`config.mk`:
```
export PLATFORM = sky130hd
export DESIGN_NAME = periodic_task_slot_scheduler_top
export DESIGN_NICKNAME = d
export VERILOG_FILES = /design/src/rtl/pts_pkg.sv /design/src/rtl/periodic_task_slot_scheduler_top.sv
export SDC_FILE = /design/constraint.sdc
export NUM_CORES = 1
export LEC_CHECK = 0
export ABC_AREA = 0
export BUFFER_PORTS_ARGS = -buffer_cell sky130_fd_sc_hd__buf_2
export CAP_MARGIN = 10
export CORE_MARGIN = 2
export CORE_UTILIZATION = 40
export CTS_CLUSTER_DIAMETER = 40
export DETAILED_ROUTE_END_ITERATION = 12
export GPL_TIMING_DRIVEN = 0
export PLACE_DENSITY_LB_ADDON = 0.25
export SLEW_MARGIN = 0
export SYNTH_ARGS = -nofsm -noshare
export SYNTH_HDL_FRONTEND = slang
export SYNTH_SLANG_ARGS = --single-unit
```
`constraint.sdc`:
```
create_clock -name clk_i -period 8.1 [get_ports clk_i]
set_clock_uncertainty 0.05 [all_clocks]
set_input_delay 0.405 -clock clk_i [delete_from_list [all_inputs] [get_ports clk_i]]
set_output_delay 0.405 -clock clk_i [all_outputs]
set_load 0.05 [all_outputs]
```
`src/rtl/pts_pkg.sv`:
```
`timescale 1ns / 1ps
// Package for the periodic task slot scheduler: request kinds, controller
// states, the stored slot word and the result layout. No dependencies.
package pts_pkg;

  // Default number of task slots.
  localparam int MAX_TASKS = 8;

  // A dispatch pass emits at most this many results.
  localparam int RESULT_CAP = 8;
  localparam int RES_CNT_W  = $clog2(RESULT_CAP + 1);

  // Request kinds carried on the input tuser.
  typedef enum logic [2:0] {
    KIND_TICK     = 3'd0,
    KIND_CREATE   = 3'd1,
    KIND_DELETE   = 3'd2,
    KIND_SUSPEND  = 3'd3,
    KIND_RESUME   = 3'd4,
    KIND_DISPATCH = 3'd5,
    KIND_QUERY    = 3'd6
  } kind_e;

  // Controller states.
  typedef enum logic [1:0] {
    ST_IDLE,
    ST_SCAN,
    ST_FAIL
  } state_e;

  // Per-slot word held in the slot memory.
  typedef struct packed {
    logic [15:0] delay;
    logic [15:0] period;
    logic [7:0]  handle;
  } slot_t;

  // One result as held in the output register.
  typedef struct packed {
    logic       found;
    logic [3:0] slot;
    logic [7:0] handle;
    logic       resumed;
    logic       last;
  } result_t;

endpackage

```
`src/rtl/periodic_task_slot_scheduler_top.sv`:
```
`timescale 1ns / 1ps
// Top level of the periodic task slot scheduler: a slot memory walked by a
// small sequencer, with flag bits in flip-flops. Depends on pts_pkg.
//
// Usage: requests arrive on the s_axis channel, the request kind on tuser and
// the operands on tdata. Results leave on the m_axis channel through a single
// output register; tlast marks the final result of a request, and a request
// that causes no result (tick, delete, suspend, resume) shows nothing.
// Delete, suspend, resume and query complete in the cycle they are accepted;
// a query result is visible in the cycle after. Tick, create and dispatch
// walk the slot memory one slot a cycle through its read port while the
// receiver keeps up, holding the sequencer until the walk ends (a create that
// finds no free slot then passes the fail state; a create or dispatch stops
// early at its final result). A request is taken only while the sequencer is
// idle and the output register is free or being emptied, so no new request is
// taken during a walk. When the receiver stalls, the walk pauses on the next
// slot with a result until the waiting one is taken.
// Reset clears all occupied, resumed and run flags at once; the slot memory
// needs no clearing, as its words are read only for occupied slots.
module periodic_task_slot_scheduler_top #(
  parameter int MaxTasks = pts_pkg::MAX_TASKS
) (
  input  logic        clk_i,
  input  logic        rst_ni,
  // Request channel.
  input  logic        s_axis_tvalid,
  output logic        s_axis_tready,
  // tdata: slot_index[2:0], task_handle[10:3], initial_delay[26:11],
  // period[42:27], zero padding[47:43].
  input  logic [47:0] s_axis_tdata,
  // tuser: kind[2:0].
  input  logic [2:0]  s_axis_tuser,
  // Result channel.
  output logic        m_axis_tvalid,
  input  logic        m_axis_tready,
  // tdata: result_slot[3:0], run_handle[11:4], task_resumed[12],
  // zero padding[15:13].
  output logic [15:0] m_axis_tdata,
  // tuser: found[0].
  output logic        m_axis_tuser,
  output logic        m_axis_tlast
);

  localparam int IdxW = (MaxTasks > 1) ? $clog2(MaxTasks) : 1;
  localparam int CntW = $clog2(MaxTasks + 1);
  localparam int ResW = pts_pkg::RES_CNT_W;

  // Request fields.
  logic [2:0]      in_slot;
  logic [7:0]      in_handle;
  logic [15:0]     in_delay;
  logic [15:0]     in_period;
  pts_pkg::kind_e  in_kind;
  logic            in_range;
  logic [IdxW-1:0] in_idx;

  assign in_slot   = s_axis_tdata[2:0];
  assign in_handle = s_axis_tdata[10:3];
  assign in_delay  = s_axis_tdata[26:11];
  assign in_period = s_axis_tdata[42:27];
  assign in_kind   = pts_pkg::kind_e'(s_axis_tuser);
  assign in_range  = int'(in_slot) < MaxTasks;
  assign in_idx    = IdxW'(in_slot);

  // Control and flag registers.
  pts_pkg::state_e     state_q, state_d;
  pts_pkg::kind_e      kind_q, kind_d;
  logic [MaxTasks-1:0] used_q, used_d;
  logic [MaxTasks-1:0] resumed_q, resumed_d;
  logic [MaxTasks-1:0] ready_q, ready_d;
  logic [CntW-1:0]     ptr_q, ptr_d;
  logic                p_vld_q, p_vld_d;
  logic [IdxW-1:0]     p_idx_q, p_idx_d;
  logic [ResW-1:0]     n_q, n_d;
  logic                out_vld_q;

  // Operands of a create request, held for the walk.
  logic [7:0]  cr_handle_q, cr_handle_d;
  logic [15:0] cr_delay_q, cr_delay_d;
  logic [15:0] cr_period_q, cr_period_d;

  // Result register.
  pts_pkg::result_t out_q, res;
  logic             out_load;
  logic             out_free;

  // Slot memory and its ports.
  pts_pkg::slot_t  mem_q [MaxTasks];
  pts_pkg::slot_t  mem_rd_q;
  logic            mem_re;
  logic [IdxW-1:0] mem_raddr;
  logic            mem_we;
  logic [IdxW-1:0] mem_waddr;
  pts_pkg::slot_t  mem_wdata;

  // Walk status of the slot in the processing stage.
  logic                accept;
  logic                p_used;
  logic                p_elig;
  logic [MaxTasks-1:0] elig;
  logic [MaxTasks-1:0] above;
  logic                disp_last;
  logic                p_emit;
  logic                stall;
  logic                p_stop;
  logic                scan_dry;

  assign out_free      = !out_vld_q || m_axis_tready;
  assign s_axis_tready = (state_q == pts_pkg::ST_IDLE) && out_free;
  assign accept        = s_axis_tvalid && s_axis_tready;

  assign elig   = ready_q & resumed_q;
  assign p_used = used_q[p_idx_q];
  assign p_elig = elig[p_idx_q];

  // Slots after the one being processed, to find the final dispatch result.
  always_comb begin
    for (int i = 0; i < MaxTasks; i++) begin
      above[i] = i > int'(p_idx_q);
    end
  end

  assign disp_last = (n_q == ResW'(pts_pkg::RESULT_CAP - 1)) || !(|(elig & above));

  assign p_emit = p_vld_q &&
                  (((kind_q == pts_pkg::KIND_CREATE) && !p_used) ||
                   ((kind_q == pts_pkg::KIND_DISPATCH) && p_elig));
  assign stall  = p_emit && !out_free;
  assign p_stop = p_emit && !stall &&
                  ((kind_q == pts_pkg::KIND_CREATE) || disp_last);
  assign scan_dry = (ptr_q == CntW'(MaxTasks)) && !p_vld_q;

  // Next state.
  always_comb begin
    state_d = state_q;
    case (state_q)
      pts_pkg::ST_IDLE: begin
        if (accept && ((in_kind == pts_pkg::KIND_TICK) ||
                       (in_kind == pts_pkg::KIND_CREATE) ||
                       (in_kind == pts_pkg::KIND_DISPATCH))) begin
          state_d = pts_pkg::ST_SCAN;
        end
      end
      pts_pkg::ST_SCAN: begin
        if (p_stop) begin
          state_d = pts_pkg::ST_IDLE;
        end else if (scan_dry) begin
          state_d = (kind_q == pts_pkg::KIND_CREATE) ? pts_pkg::ST_FAIL
                                                      : pts_pkg::ST_IDLE;
        end
      end
      pts_pkg::ST_FAIL: begin
        if (out_free) begin
          state_d = pts_pkg::ST_IDLE;
        end
      end
      default: state_d = pts_pkg::ST_IDLE;
    endcase
  end

  // Datapath, flag updates and memory accesses.
  always_comb begin
    kind_d      = kind_q;
    used_d      = used_q;
    resumed_d   = resumed_q;
    ready_d     = ready_q;
    ptr_d       = ptr_q;
    p_vld_d     = p_vld_q;
    p_idx_d     = p_idx_q;
    n_d         = n_q;
    cr_handle_d = cr_handle_q;
    cr_delay_d  = cr_delay_q;
    cr_period_d = cr_period_q;
    mem_re      = 1'b0;
    mem_raddr   = ptr_q[IdxW-1:0];
    mem_we      = 1'b0;
    mem_waddr   = p_idx_q;
    mem_wdata   = mem_rd_q;
    out_load    = 1'b0;
    res         = '0;

    case (state_q)
      pts_pkg::ST_IDLE: begin
        if (accept) begin
          kind_d      = in_kind;
          ptr_d       = '0;
          p_vld_d     = 1'b0;
          n_d         = '0;
          cr_handle_d = in_handle;
          cr_delay_d  = in_delay;
          cr_period_d = in_period;
          case (in_kind)
            pts_pkg::KIND_DELETE: begin
              if (in_range) begin
                used_d[in_idx]    = 1'b0;
                resumed_d[in_idx] = 1'b0;
                ready_d[in_idx]   = 1'b0;
              end
            end
            pts_pkg::KIND_SUSPEND: begin
              if (in_range) begin
                resumed_d[in_idx] = 1'b0;
              end
            end
            pts_pkg::KIND_RESUME: begin
              if (in_range) begin
                resumed_d[in_idx] = 1'b1;
              end
            end
            pts_pkg::KIND_QUERY: begin
              out_load    = 1'b1;
              res.slot    = 4'(in_slot);
              res.resumed = in_range && resumed_q[in_idx];
              res.last    = 1'b1;
            end
            default: begin
            end
          endcase
        end
      end

      pts_pkg::ST_SCAN: begin
        // Issue the read of the next slot unless the walk holds or ends.
        if (!stall && !p_stop) begin
          if (ptr_q < CntW'(MaxTasks)) begin
            mem_re  = 1'b1;
            p_vld_d = 1'b1;
            p_idx_d = ptr_q[IdxW-1:0];
            ptr_d   = ptr_q + CntW'(1);
          end else begin
            p_vld_d = 1'b0;
          end
        end else if (p_stop) begin
          p_vld_d = 1'b0;
        end

        // Modify and write back the slot held in the read register.
        if (p_vld_q && !stall) begin
          case (kind_q)
            pts_pkg::KIND_TICK: begin
              if (p_used) begin
                mem_we = 1'b1;
                if (mem_rd_q.delay == 16'd0) begin
                  ready_d[p_idx_q] = 1'b1;
                  mem_wdata.delay  = mem_rd_q.period - 16'd1;
                end else begin
                  mem_wdata.delay  = mem_rd_q.delay - 16'd1;
                end
              end
            end
            pts_pkg::KIND_CREATE: begin
              if (!p_used) begin
                used_d[p_idx_q]    = 1'b1;
                resumed_d[p_idx_q] = 1'b1;
                ready_d[p_idx_q]   = 1'b0;
                mem_we             = 1'b1;
                mem_wdata.delay    = cr_delay_q;
                mem_wdata.period   = cr_period_q;
                mem_wdata.handle   = cr_handle_q;
                out_load           = 1'b1;
                res.found          = 1'b1;
                res.slot           = 4'(p_idx_q);
                res.handle         = cr_handle_q;
                res.resumed        = 1'b1;
                res.last           = 1'b1;
              end
            end
            pts_pkg::KIND_DISPATCH: begin
              if (p_elig) begin
                ready_d[p_idx_q] = 1'b0;
                n_d              = n_q + ResW'(1);
                out_load         = 1'b1;
                res.found        = 1'b1;
                res.slot         = 4'(p_idx_q);
                res.handle       = mem_rd_q.handle;
                res.resumed      = 1'b1;
                res.last         = disp_last;
                // A one-shot task leaves its slot once it has been emitted.
                if (mem_rd_q.period == 16'd0) begin
                  used_d[p_idx_q]    = 1'b0;
                  resumed_d[p_idx_q] = 1'b0;
                end
              end
            end
            default: begin
            end
          endcase
        end
      end

      pts_pkg::ST_FAIL: begin
        // No free slot: report the slot count in place of an index.
        if (out_free) begin
          out_load = 1'b1;
          res.slot = 4'(MaxTasks);
          res.last = 1'b1;
        end
      end

      default: begin
      end
    endcase
  end

  // Slot memory: the write goes to the processed slot, the read to the next
  // one, so the two never address the same entry in one cycle.
  always_ff @(posedge clk_i) begin
    if (mem_we) begin
      mem_q[mem_waddr] <= mem_wdata;
    end
    if (mem_re) begin
      mem_rd_q <= mem_q[mem_raddr];
    end
  end

  // Control registers.
  always_ff @(posedge clk_i or negedge rst_ni) begin
    if (!rst_ni) begin
      state_q   <= pts_pkg::ST_IDLE;
      kind_q    <= pts_pkg::KIND_TICK;
      used_q    <= '0;
      resumed_q <= '0;
      ready_q   <= '0;
      ptr_q     <= '0;
      p_vld_q   <= 1'b0;
      n_q       <= '0;
      out_vld_q <= 1'b0;
    end else begin
      state_q   <= state_d;
      kind_q    <= kind_d;
      used_q    <= used_d;
      resumed_q <= resumed_d;
      ready_q   <= ready_d;
      ptr_q     <= ptr_d;
      p_vld_q   <= p_vld_d;
      n_q       <= n_d;
      if (out_load) begin
        out_vld_q <= 1'b1;
      end else if (m_axis_tready) begin
        out_vld_q <= 1'b0;
      end
    end
  end

  // Payload registers.
  always_ff @(posedge clk_i) begin
    p_idx_q     <= p_idx_d;
    cr_handle_q <= cr_handle_d;
    cr_delay_q  <= cr_delay_d;
    cr_period_q <= cr_period_d;
    if (out_load) begin
      out_q <= res;
    end
  end

  // Result channel.
  assign m_axis_tvalid = out_vld_q;
  assign m_axis_tdata  = {3'b000, out_q.resumed, out_q.handle, out_q.slot};
  assign m_axis_tuser  = out_q.found;
  assign m_axis_tlast  = out_q.last;

endmodule

```
Yosys cells after proc, flatten, opt, wreduce, memory -nomap -nowiden
Memories as Yosys holds them, arrays and structs flattened. A register that Yosys moved wholly into a read port is not among the register bits.
Index checks and enable logic that the tools add are counted.
Word-level totals
  register bits after elaboration: 97
  bits in writable memories: 320
  input port bits: 55
  output and inout port bits: 20
  memories kept: 1
Memories
  mem_q: depth 8, bits a word 40, read ports 1, clocked after Yosys merged registers in 1, write ports 1, RTL line periodic_task_slot_scheduler_top.sv:88  | pts_pkg::slot_t mem_q [MaxTasks];
Cells by class
  $add $sub $neg: 4
  order comparisons: 12
  eq/ne operators: 31
  mux-type cells: 91
  bitwise logic cells: 14
  reduce and logical (&&, ||, !) cells: 46
Operator list (count)
  $mux 8: 18
  $mux 40: 3
  $pmux 8 s2: 6
  $and 8x8->8: 8
  $logic_not 16->1: 2
  $mux 16: 2
  $or 8x8->8: 4
  $pmux 16 s2: 1
  $sub 16x1->16 const B: 2
  $mux 15: 2
  $pmux 15 s2: 1
  $mux 4: 7
  $mux 1: 24
  $mux 24: 1
  $ne 3x3->1 const B: 8
  $pmux 8 s3: 1
  $not 8->8: 2
  $pmux 4 s2: 2
  $reduce_and 8->1: 2
  $logic_and 1x1->1: 14
  $mux 14: 1
  $mux 2: 7
  $ne 2x2->1 const B: 7
  $eq 3x3->1 const B: 4
  35 further kinds: 69

Longest topological paths before layout
  depth after elaboration: 14
  gate-level depth with buffers: 13

Least setup slack after synthesis
Ideal clock, no wire load.
  kind: reg-to-reg
  from: reg out_vld_q, in the netlist m_axis_tvalid
  to: reg out_q, in the netlist m_axis_tdata[0], enable pin
  setup time: 0.366 ns
  arrival time: 3.815 ns
  data required time: 7.684 ns
  slack: 3.869 ns
  stages on the path, launching flop included: 9
  buffers on the path: 1
  period minus slack after synthesis: 4.231 ns
  cell sequence: dfrtp_1 > nor2b_1 > nor3_1 > nand2_1 > clkinv_1 > and3_1 > buf_1 > nor2_1 > nand2_1
On the way
  elaborated cells on any way between the ends: 12
RTL lines
  start, declared: RTL line periodic_task_slot_scheduler_top.sv:75  | logic out_vld_q;
  start signal, assigned: RTL line periodic_task_slot_scheduler_top.sv:327  | out_vld_q <= 1'b0;
  start signal, assigned: RTL line periodic_task_slot_scheduler_top.sv:338  | out_vld_q <= 1'b1;
  start signal, assigned: RTL line periodic_task_slot_scheduler_top.sv:340  | out_vld_q <= 1'b0;
  $logic_not 1->1: RTL line periodic_task_slot_scheduler_top.sv:108  | assign out_free = !out_vld_q || m_axis_tready;
  $logic_or 1x1->1: RTL line periodic_task_slot_scheduler_top.sv:108
  $logic_and 1x1->1: RTL line periodic_task_slot_scheduler_top.sv:109  | assign s_axis_tready = (state_q == pts_pkg::ST_IDLE) && out_free;
  net s_axis_tready: RTL line periodic_task_slot_scheduler_top.sv:27  | output logic s_axis_tready,
  $logic_and 1x1->1: RTL line periodic_task_slot_scheduler_top.sv:110  | assign accept = s_axis_tvalid && s_axis_tready;
  $mux 1: RTL line periodic_task_slot_scheduler_top.sv:184  | if (accept) begin
  $pmux 1 s3: RTL line periodic_task_slot_scheduler_top.sv:182  | case (state_q)
  net out_load: RTL line periodic_task_slot_scheduler_top.sv:84  | logic out_load;
  end signal, assigned: RTL line periodic_task_slot_scheduler_top.sv:352  | out_q <= res;
  end, declared: RTL line periodic_task_slot_scheduler_top.sv:83  | pts_pkg::result_t out_q, res;
The timed path passes the listed nets, and every way through them passes these cells.
A chain may end at the register's enable or synchronous reset.

==> results.md <==
- Status: finished clean
- Post-layout min period: 4310 ps
- I/O pin count: 75
- Most instantiated library cell after synthesis: edfxtp_1
- CP Cell Sequence: or4_4 -> nor4_4 -> and2_1 -> buf_4 -> buf_2 -> a21oi_1 -> ha_1 -> nand2_1 -> a311oi_1 -> nand3b_1 -> mux2_2 -> a211oi_1 -> a221o_1
- Main flop type after synthesis: edfxtp_1
- Initial antenna violation count: 0
- Yosys reg bits: 457
- Maximum VDD drop: 0.166 mV
- Clock Tree Root: clkbuf_16
- Post-CTS Setup Bufs: 0
- Sum of negative setup slack: 0 ps
- Max Fclk: 232 MHz
- CTS Buffer Depth: 3
- Reg2reg path depth: 13
- CTS tree: yes
- Delay of the slowest critical-path stage: 590 ps
- Comb pwr share: 29.2%
- Most common library cells after synthesis: edfxtp_1 (418), nand2_1 (126), mux4_2 (82)
- GPL Wtd Cong: 0.925
- Share of layout cells above drive strength 1: 26.3%
- CTS buffer count: 73
- Period utilisation layout: 53.2%
- Post-cts sizing count: 0
- Post-Route WL: 48,000 um
- Routed length per instance: 23.6 um
- Worst slew pin tran: 1110 ps
- Htree depth: 3
- Total GRT Usage: 19.7%
- Worst Path Arrival: 4640 ps
- Power consumption: 9.46 mW
- CP required: 8420 ps
- Initial core utilization: 40.4%
- Total Nets Final: 1,418
- Lkg Pwr: 7.99 nW
- Die area: 0.0498 sq mm
- Power Internal: 6.29 mW
- Area leader, netlist: edfxtp_1
- Sw Pwr: 3.16 mW
- Buffers on Ports: 63
- Slew HR: 25.7%
- Die Ht: 223 um
- Critical-path top delay cell: or4_4
- CP Capture Type: flop
- Hold Buf Count CTS: 43
- Placeable core area: 0.0475 sq mm
- Pin count of the biggest net entering global routing: 45
- Clock transition at path regs: 50 ps
- Routed vias: 11,351
- Max_cap viols: 0
- RSZ-0062 raised after global routing: no
- Vias in the first global route: 11,392
- Reg-to-reg endpoint: mem_q[2][32]
- Routed vias/inst: 5.59
- Pwr per Cell Area: 402 mW/mm^2
- Crit path kind: reg2reg
- Post-Syn Area: 0.0192 sq mm
- ANT nets after route: 0
- Drc violations: 0
- FP Rows: 80
- Async set-reset flop share out of synthesis: 8.53%
- Global route overflow: 0
- Synth top area cells: edfxtp_1 (65%), mux4_2 (9.6%), dfrtp_1 (5.1%)
- Clock network power share: 32.1%
- Synth top area share: 65.4%
- Worst Hold Class: in2reg
- Sequential Power Share: 38.6%
- Synth unique cells: 80
- First-pass GRT wire length: 72,400 um
- Crit start category: flop
- Synthesis warning total: 0
- Placed wire-length estimate: 30,700 um
- Hold Path End: kind_q[0]
- Mapped Cells: 1,162
- Ant diodes: 0
- Reg-to-reg slack, setup: 3790 ps
- Hold path depth: 3
- Hold Startpoint: s_axis_tuser[0]
- Switching fraction of total power: 33.5%
- Synth-to-layout area growth: 22.5%
- Die Wd: 223 um
- Setup slack after layout: 3790 ps
- Place WS: 3840 ps
- Fin. max-slew vios: 0
- Seq/Total Area, Yosys: 70.4%
- Setup violators final: 0
- Post-Syn Area per Cell: 16.5 sq um
- Worst Path Max Fanout: 10
- Number of flops mapped to enable cells by yosys: 418
- Clock Latency Late Sink: 600 ps
- DRT iter0 DRCs: 1,220
- # clock sinks: 457
- Worst r2r src: mem_rd_q[32]
- Hold Fails Final Rpt: 0
- First-pass detailed-route iteration total: 7
[flip-flops by register name, indices dropped and copies added (netlist names), named ones only]
register	flops
cr_delay_q	16
cr_handle_q	8
cr_period_q	16
kind_q	3
m_axis_tdata	13
m_axis_tlast	1
m_axis_tuser	1
m_axis_tvalid	1
mem_q	320
mem_rd_q	40
mem_waddr	3
n_q	4
p_vld_q	1
ptr_q	4
state_q	2
[how the worst max path moves through the flow]
stage / from / end / slack (ps) / cells past startpoint
after floorplan: m_axis_tvalid / m_axis_tdata[0] / 3870 / 8
after global placement: mem_waddr[2] / mem_q[4][15] / 1260 / 8
after detailed placement: mem_rd_q[32] / mem_q[3][32] / 3840 / 13
after CTS: mem_rd_q[32] / mem_q[0][32] / 3840 / 13
after global routing: mem_rd_q[32] / mem_q[0][32] / 3620 / 13
final: mem_rd_q[32] / mem_q[2][32] / 3790 / 13
[final cells by class]
class                      instances  area [sq um]
buffer                            65           302
inverter                          11          42.5
sequential                       457         13500
fill                            3968         24000
clock buffer                      85          1960
timing repair buffer             120          1080
tap                              615           769
multi-input combinational        631          5400
clock inverter                    47           444
[kinds of logic after synthesis]
logic type | count (synthesis) | synth area share [%]
compound gates | 183 | 6.80
xor+xnor | 9 | 0.410
fa+ha+maj | 4 | 0.261
buf+inv | 76 | 1.78
flops | 457 | 70.4
mux | 136 | 12.7
other cells | 1 | 0.0195
simple gates | 296 | 7.56
[routing by layer]
| layer | share of wire [%] | global-route usage, % | up-vias |
|---|---|---|---|
| li1 | - | - | 5050 |
| met1 | 44 | 28.1 | 5824 |
| met2 | 47 | 30.7 | 389 |
| met3 | 5.7 | 3.13 | 88 |
| met4 | 2.7 | 7.43 | 0 |
| met5 | 0 | 0 | - |
[through the flow]
step / utilization, % / hold slack, ps / area [sq um] / instances
finish: 49.5 / 44.7 / 23500 / 2031
global route: 49.5 / 52.6 / 23500 / 2031
CTS: 49.4 / 16.6 / 23500 / 2030
detailed placement: 43.5 / 387 / 20700 / 1855
global placement: 42.7 / 381 / 20300 / 1842
floorplan: - / 59.4 / 19200 / 1164
[power groups by stage]
stage | Combinational [mW] | Clock, mW | Sequential [mW]
2_1_floorplan | 1.85 | 0 | 3.64
3_3_place_gp | 2.64 | 0 | 3.71
3_5_place_dp | 2.75 | 0 | 3.70
4_1_cts | 2.78 | 3.09 | 3.66
5_1_grt | 3.02 | 3.20 | 3.68
6_report | 2.76 | 3.04 | 3.65
[layout by cell type, fill, tap and decap left out, types with 7 or more instances in the layout]
cell type,netlist,layout
a211oi_1,8,8
a21oi_1,38,38
a22oi_1,22,22
buf_1,14,14
buf_12,0,7
buf_16,0,7
buf_2,7,70
buf_4,7,7
clkbuf_1,34,42
clkbuf_16,0,77
clkinv_1,1,10
clkinv_2,0,7
clkinv_4,0,7
dfrtp_1,39,39
dlygate4sd3_1,0,43
edfxtp_1,418,418
inv_1,8,8
inv_6,0,12
mux2_2,41,41
mux2i_1,9,9
mux4_2,82,82
nand2_1,126,126
nand2b_1,10,10
nand3_1,24,24
nor2_1,57,49
nor2_4,0,8
nor2b_1,9,9
nor3_1,9,9
nor3b_1,7,7
nor4_1,7,7
o211ai_1,10,10
o21ai_0,15,15
o21ai_1,26,26
o31ai_1,17,17
[worst max-delay path: cells and delay by family (launching register included)]
family	cells	cell delay, ps
compound gates	4	830
flops	1	470
fa+ha+maj	1	230
mux	1	350
simple gates	5	1730
buf+inv	2	420
No activity file was read; power rests on OpenSTA's default activity.
